## src/ajnm_pkg.sv

```systemverilog
// shared constants and types for the as-of join nearest match block
package ajnm_pkg;

    localparam int TIME_BITS           = 64;
    localparam int DEF_TABLE_DEPTH     = 64;
    localparam int DEF_KEY_BITS        = 16;
    localparam int DEF_INDEX_BITS      = 20;

    localparam logic [1:0] KIND_LOAD  = 2'd0;
    localparam logic [1:0] KIND_PROBE = 2'd1;
    localparam logic [1:0] KIND_DRAIN = 2'd2;

    typedef struct packed {
        logic load;
        logic probe;
        logic drain;
    } ajnm_op_t;

endpackage

```

## src/ajnm_cell.sv

```systemverilog
// one table cell of the sorted chain: holds an entry, inserts, probes and shifts
module ajnm_cell
    import ajnm_pkg::*;
#(
    parameter int KEY_BITS   = DEF_KEY_BITS,
    parameter int INDEX_BITS = DEF_INDEX_BITS
)
(
    input  logic                  clk,
    input  logic                  rst_n,
    input  ajnm_op_t              op,
    input  logic [KEY_BITS-1:0]   new_key,
    input  logic [TIME_BITS-1:0]  new_time,
    input  logic [INDEX_BITS-1:0] new_index,
    input  logic                  left_before,
    input  logic                  left_hit,
    input  logic                  left_valid,
    input  logic [KEY_BITS-1:0]   left_key,
    input  logic [TIME_BITS-1:0]  left_time,
    input  logic [INDEX_BITS-1:0] left_order,
    input  logic [TIME_BITS-1:0]  left_gap,
    input  logic [INDEX_BITS-1:0] left_price,
    input  logic                  left_matched,
    input  logic                  right_valid,
    input  logic [KEY_BITS-1:0]   right_key,
    input  logic [TIME_BITS-1:0]  right_time,
    input  logic [INDEX_BITS-1:0] right_order,
    input  logic [TIME_BITS-1:0]  right_gap,
    input  logic [INDEX_BITS-1:0] right_price,
    input  logic                  right_matched,
    output logic                  precedes,
    output logic                  hit,
    output logic                  valid,
    output logic [KEY_BITS-1:0]   key,
    output logic [TIME_BITS-1:0]  time_val,
    output logic [INDEX_BITS-1:0] order,
    output logic [TIME_BITS-1:0]  gap,
    output logic [INDEX_BITS-1:0] price,
    output logic                  matched
);

    logic                  valid_reg,   valid_next;
    logic                  matched_reg, matched_next;
    logic [KEY_BITS-1:0]   key_reg,     key_next;
    logic [TIME_BITS-1:0]  time_reg,    time_next;
    logic [INDEX_BITS-1:0] order_reg,   order_next;
    logic [TIME_BITS-1:0]  gap_reg,     gap_next;
    logic [INDEX_BITS-1:0] price_reg,   price_next;
    logic [TIME_BITS-1:0]  probe_gap;

    assign precedes = valid_reg && ((key_reg < new_key) ||
                      ((key_reg == new_key) && (time_reg <= new_time)));
    assign hit    = valid_reg && (key_reg == new_key) && (time_reg >= new_time);
    assign probe_gap = time_reg - new_time;

    always_comb
    begin
        valid_next   = valid_reg;
        matched_next = matched_reg;
        key_next     = key_reg;
        time_next    = time_reg;
        order_next   = order_reg;
        gap_next     = gap_reg;
        price_next   = price_reg;
        if (op.load && !precedes)
        begin
            if (left_before)
            begin
                valid_next   = 1'b1;
                matched_next = 1'b0;
                key_next     = new_key;
                time_next    = new_time;
                order_next   = new_index;
                gap_next     = '1;
                price_next   = '0;
            end
            else
            begin
                valid_next   = left_valid;
                matched_next = left_matched;
                key_next     = left_key;
                time_next    = left_time;
                order_next   = left_order;
                gap_next     = left_gap;
                price_next   = left_price;
            end
        end
        else if (op.probe && hit && !left_hit)
        begin
            matched_next = 1'b1;
            if (probe_gap < gap_reg)
            begin
                gap_next   = probe_gap;
                price_next = new_index;
            end
        end
        else if (op.drain)
        begin
            valid_next   = right_valid;
            matched_next = right_matched;
            key_next     = right_key;
            time_next    = right_time;
            order_next   = right_order;
            gap_next     = right_gap;
            price_next   = right_price;
        end
    end

    always_ff @(posedge clk or negedge rst_n)
    begin
        if (!rst_n)
        begin
            valid_reg   <= 1'b0;
            matched_reg <= 1'b0;
        end
        else
        begin
            valid_reg   <= valid_next;
            matched_reg <= matched_next;
        end
    end

    always_ff @(posedge clk)
    begin
        key_reg   <= key_next;
        time_reg  <= time_next;
        order_reg <= order_next;
        gap_reg   <= gap_next;
        price_reg <= price_next;
    end

    assign valid    = valid_reg;
    assign matched  = matched_reg;
    assign key      = key_reg;
    assign time_val = time_reg;
    assign order    = order_reg;
    assign gap      = gap_reg;
    assign price    = price_reg;

endmodule

```

## config.mk

```make
export PLATFORM = sky130hd
export DESIGN_NAME = ajnm_cell
export DESIGN_NICKNAME = d
export VERILOG_FILES = /design/src/ajnm_pkg.sv /design/src/ajnm_cell.sv
export SDC_FILE = /design/constraint.sdc
export NUM_CORES = 1
export LEC_CHECK = 0
export ABC_AREA = 1
export BUFFER_PORTS_ARGS = -buffer_cell sky130_fd_sc_hd__buf_2
export CAP_MARGIN = 10
export CELL_PAD_IN_SITES_DETAIL_PLACEMENT = 1
export CELL_PAD_IN_SITES_GLOBAL_PLACEMENT = 2
export CORE_ASPECT_RATIO = 0.5
export CORE_MARGIN = 1
export CORE_UTILIZATION = 28
export CTS_CLUSTER_SIZE = 28
export DETAILED_ROUTE_END_ITERATION = 12
export PLACE_DENSITY = 0.9
export SLEW_MARGIN = 30
export SYNTH_ARGS = -nofsm -noshare
export SYNTH_HDL_FRONTEND = slang
export SYNTH_SLANG_ARGS = --single-unit
export TNS_END_PERCENT = 100
```

## constraint.sdc

```tcl
create_clock -name clk -period 30.4 [get_ports clk]
set_input_delay 6.08 -clock clk [delete_from_list [all_inputs] [get_ports clk]]
set_output_delay 6.08 -clock clk [all_outputs]
set_load 0.005 [all_outputs]
```

==> results.toml, run 1 <==
[synth]
synth_top_area_share_pct = 31.8
synth_edf_count = 184
seq_area_frac_synth_pct = 32.1
ys_async_sr_fraction_pct = 1.08
synth_ff_type = "edfxtp_1"
ys_seq_elements = 186
yosysTopAreaCell = "edfxtp_1"
syn_nets = 3178
syn_inst = 2555
syn_area_per_cell_um2 = 6.79
ys_top_cells_by_area = "edfxtp_1, nand2_1, ha_1"
synth_area_um2 = 17400
yosysWarnings = 0
yosysUniqueCellTypes = 43

[clocking]
post_cts_buffers = 0
numCtsBuffers = 17
cts-resized-gates = 0
cts_tree = "built"
clockBufferDepth = 2
worstSkewPairLatency_ps = 520
cts_sinks = 186
hold_buffers = 0
cts_max_level = 4
cts-root-buf = "clkbuf_16"
path_clk_slew_ps = 80

[die]
start_util_pct = 28.4
core_um2 = 61200
die-area_um2 = 63000
fp.dieH_um = 178
rows = 64
die_w_um = 354
boundaryPins = 667

[worst_hold_path]
holdCritStartpoint = "matched"
hold_path_class = "reg2reg"

[grt]
antenna_found_initial = 13
grt_pass1_vias = 20100
track_usage_pct = 27.1
grt-ovfl-total = 0
grt_pass1_wl_um = 126000
grt_max_degree = 86

[critical_path]
endpoint_kind = "primary output"
critPathLaunchType = "primary input"
crit_start = "new_time[35]"
crit_type = "in2out"
cp_max_fo = 5
r2r_start = "time_val[22]"
arrival_ps = 8250
cp.required_ps = 24320

[route]
drtIter0Drc = 1484
wl_per_cell_um = 22.1
drc = 0
drtPass1Iterations = 5
final_antenna_net_count = 0
wl_um = 88700
vias = 20100
vias_per_cell = 4.99

[final_layout]
fin_nets = 3794
n_fill_cell = 8022
fin_util_pct = 36.0
drive_gt1_share_pct = 23.3
layout.cells.non_filler = 4021
synthToLayoutAreaGrowth_pct = 27.0

[power]
p_per_area_nw_per_um2 = 58.6
p_leak_uw = 0.0115
ir_drop_v = 0.0000511

[timing]
fin_crit_ps = 14330
slew_headroom_pct = 29.3
fin_crit_sh_pct = 47.1
worstMarginPinSlew_ps = 1060
clock_skew_ps = 20.6
fmax_ghz = 0.0698
hold_viol = 0
setup_viol = 0
fin_tns_setup_ps = 0
rsz0062_at_grt = "false"
finalMaxSlewViolations = 0
hold_slack_ps = 548

[placement]
post-place-cells = 3976
hpwl_um = 74300
gp_congestion = 0.978
placement.io_buffers = 666

[job]
drv_cap = 0

[outcome]
status = "complete, no violations"
## final timing paths
check                                to  slack [ps]  cells after the start
worst max-delay path                hit       16070                     14
worst min-delay path            matched         550                      2
worst min register to register  matched         550                      2
min in group asynchronous       matched        5330                      1
max in group asynchronous         valid       24970                      1
worst max register to register  gap[54]       24540                     22
## cell type report
type / instances / area (um^2) / area share [%]
antenna: 13 / 32.5 / 0.148
timing repair buffer: 680 / 3460 / 15.7
clock buffer: 19 / 433 / 1.96
clock inverter: 12 / 114 / 0.517
sequential: 186 / 5580 / 25.3
inverter: 391 / 1470 / 6.68
multi-input combinational: 1895 / 9920 / 45.0
tap: 825 / 1030 / 4.68
## cells by family after synthesis
family	after synthesis	synth area share (%)
flops	186	32.1
xor+xnor	37	1.87
buf+inv	474	10.9
simple gates	1300	30.3
fa+ha+maj	144	10.4
compound gates	414	14.4
## placed cells by master (no fill, tap or decap), types with 5 or more instances in the layout
cell type and n:
o211ai_1 22, xor2_1 22, nor2_1 472, o21a_1 20, xnor2_1 15, inv_1 386, inv_6 6, diode_2 13
nand2_1 651, edfxtp_1 184, buf_4 13, nor4_1 5, nor3_1 12, a21oi_1 169, nand4_1 21, nor2_2 9
o31ai_1 100, o21bai_1 16, buf_2 665, o21ai_0 73, nand3b_1 18, nand2_2 8, clkbuf_16 17, nand3_1 87
ha_1 143
## worst max-delay path, stage by stage
cell     delay (ps)
buf_2           110
inv_1            50
ha_1            490
nand2_1         150
inv_1           100
nand3_1         140
nor2_2          210
nand2_1          90
nor2_2          140
nand4_2         130
nand3_2         190
nand2_1         150
inv_1           100
buf_2           120
## report_power, final
part	total [uW]	internal, uW	switching (uW)
Clock	234	114	121
Sequential	379	346	32.6
Combinational	677	221	456
## cell usage after synthesis, types with 30 or more instances
library cell and number:
edfxtp_1 184, inv_1 388, o21ai_0 74, nor2_1 472, buf_2 43, a21oi_1 169
o31ai_1 100, nand2_1 651, nand3_1 87, clkbuf_1 30, ha_1 143
## layer usage
metal / up-vias / routed length (um) / global-route usage, %
li1: 9538 / - / -
met3: 77 / 5010 / 4.87
met1: 9908 / 41300 / 37.7
met5: - / 0 / 0
met4: 0 / 1610 / 7.35
met2: 530 / 40700 / 43.1
## stage by stage
stage | power (uW) | area (um^2) | worst slack, ps
floorplan | 753 | 17400 | 15050
global placement | 1040 | 21400 | 16110
detailed placement | 1050 | 21400 | 16070
CTS | 1290 | 22000 | 16060
global route | 1370 | 22000 | 15850
finish | 1290 | 22000 | 16070
No activity file was read; power rests on OpenSTA's default activity.
==> run 2: changes to the inputs <==
CORE_UTILIZATION = 26   (was 28)
PLACE_DENSITY = 0.85   (was 0.9)
clock period = 14 ns   (was 30.4 ns; I/O delays follow)
==> run 2 against run 1 <==
Effect of this change: first-iteration DRC count grew 2.5%; setup slack got worse by 9900 ps; sequential share of layout area decreased by 0.11 points; cell area rose by 0.44%; critical path depth up 16; total power increased by 120%; flip-flop and latch count unchanged; die area up 7.6%; global-route usage is 0.36 points lower; critical path type is now in2reg; critical endpoint is now price[4]; largest power group unchanged.
==> results.toml, run 2 (same netlist as run 1, synthesis figures left out) <==
[timing]
fin_crit_ps = 7830
slew_headroom_pct = 39.1
hold_viol = 0
fin_crit_sh_pct = 55.9
fin_tns_setup_ps = 0
layout_setup_ws_ps = 6170
finalMaxSlewViolations = 0
fmax_ghz = 0.128
clock_skew_ps = 18.1
setup_viol = 0
worstMarginPinSlew_ps = 914
rsz0062_at_grt = "false"
hold_slack_ps = 571

[grt]
grt_pass1_vias = 20700
grt_max_degree = 127
antenna_found_initial = 13
grt-ovfl-total = 0
track_usage_pct = 26.8
grt_pass1_wl_um = 134000

[critical_path]
crit_top_cell = "nand2_1"
cp.required_ps = 14130
worst-r2r-setup-slack_ps = 8210
endpoint_kind = "flip-flop"
crit_type = "in2reg"
critPathLaunchType = "primary input"
r2r_start = "time_val[0]"
arrival_ps = 7950
reg2regPathDepth = 30
cp_slowest_stage_delay_ps = 690
timing.rr.end = "price[4]"
cp_max_fo = 49
crit_start = "new_time[0]"
crit_slowest_cell = "buf_4"

[power]
p_per_area_nw_per_um2 = 128
ir_drop_v = 0.000103
p_leak_uw = 0.0115

[route]
drc = 0
wl_per_cell_um = 23.0
vias_per_cell = 4.93
drtPass1Iterations = 5
final_antenna_net_count = 0
drtIter0Drc = 1521
vias = 20100
wl_um = 93700

[die]
boundaryPins = 667
core_um2 = 65500
fp.dieH_um = 185
die-area_um2 = 67800
start_util_pct = 26.5
die_w_um = 367
rows = 66

[clocking]
cts-root-buf = "clkbuf_16"
cts_sinks = 186
cts-resized-gates = 0
hold_buffers = 0
post_cts_buffers = 0
numCtsBuffers = 17
cts_max_level = 4
cts_tree = "built"
worstSkewPairLatency_ps = 500
clockBufferDepth = 2
path_clk_slew_ps = 80

[placement]
post_dp_cell_area_um2 = 21500
dp_slack_ps = 5730
gp_congestion = 0.960
placement.io_buffers = 666
hpwl_um = 79200

[final_layout]
final_common_cell = "buf_2"
final_area_um2 = 22100
drive_gt1_share_pct = 23.3
fin_nets = 3793
synthToLayoutAreaGrowth_pct = 27.5
fin_util_pct = 33.8
layout_common_cells = "buf_2, nand2_1, nor2_1, inv_1, edfxtp_1"

[outcome]
status = "complete, no violations"

[worst_hold_path]
min_to = "matched"
hold_path_class = "reg2reg"
hold_depth = 2
holdCritStartpoint = "matched"

[job]
drv_cap = 0
-- run 2: changes by cell type in the layout (fill, tap and decap cells not counted) --
cell and delta:
inv_8 +6, inv_6 -3, buf_4 -2, clkbuf_1 -2
diode_2 -2, buf_6 +1, clkinv_1 +1, clkinv_2 -1
clkinv_4 -1, clkinvlp_4 +1
-- run 2: power by group --
part | total [uW] | internal [uW] | switching, uW | leakage [uW]
logic | 1490 | 481 | 1010 | 0.00933
registers | 829 | 752 | 76.2 | 0.00187
clock network | 521 | 253 | 269 | 0.000285
-- run 2: worst max-delay path by stage --
stage                end  slack (ps)
2_1_floorplan     key[0]        1930
3_3_place_gp    price[2]        5780
3_5_place_dp   price[15]        5730
4_1_cts              hit        6120
5_1_grt         price[4]        5800
6_report        price[4]        6170
-- run 2: area by class of cell --
cell class / instances / area (um^2)
inverters: 391 / 1470
repair buffers: 679 / 3450
flip-flops and latches: 186 / 5580
multi-input cells: 1895 / 9920
clock buffers: 17 / 425
diodes: 11 / 27.5
fillers: 8507 / 43400
clock inverters: 15 / 153
well taps: 884 / 1110
-- run 2: layer usage --
metal / vias up / track usage (%) / share of wire (%)
met5: - / 0 / 0.029
met1: 9908 / 37.4 / 47
li1: 9540 / - / -
met2: 571 / 41.4 / 45
met4: 4 / 7.27 / 2.2
met3: 101 / 5.83 / 6.1
-- run 2: critical path, delay by kind of cell --
family | cells | cell delay (ps)
buffers and inverters | 6 | 1410
and+or+nand+nor | 19 | 2100
AOI/OAI and AO/OA | 2 | 810
adders and majority gates | 3 | 730
-- run 2: per-stage QoR --
step | cells | total power [uW]
2_1_floorplan | 2555 | 1640
3_3_place_gp | 4034 | 2270
3_5_place_dp | 4035 | 2300
4_1_cts | 4067 | 2830
5_1_grt | 4078 | 3020
6_report | 4078 | 2840
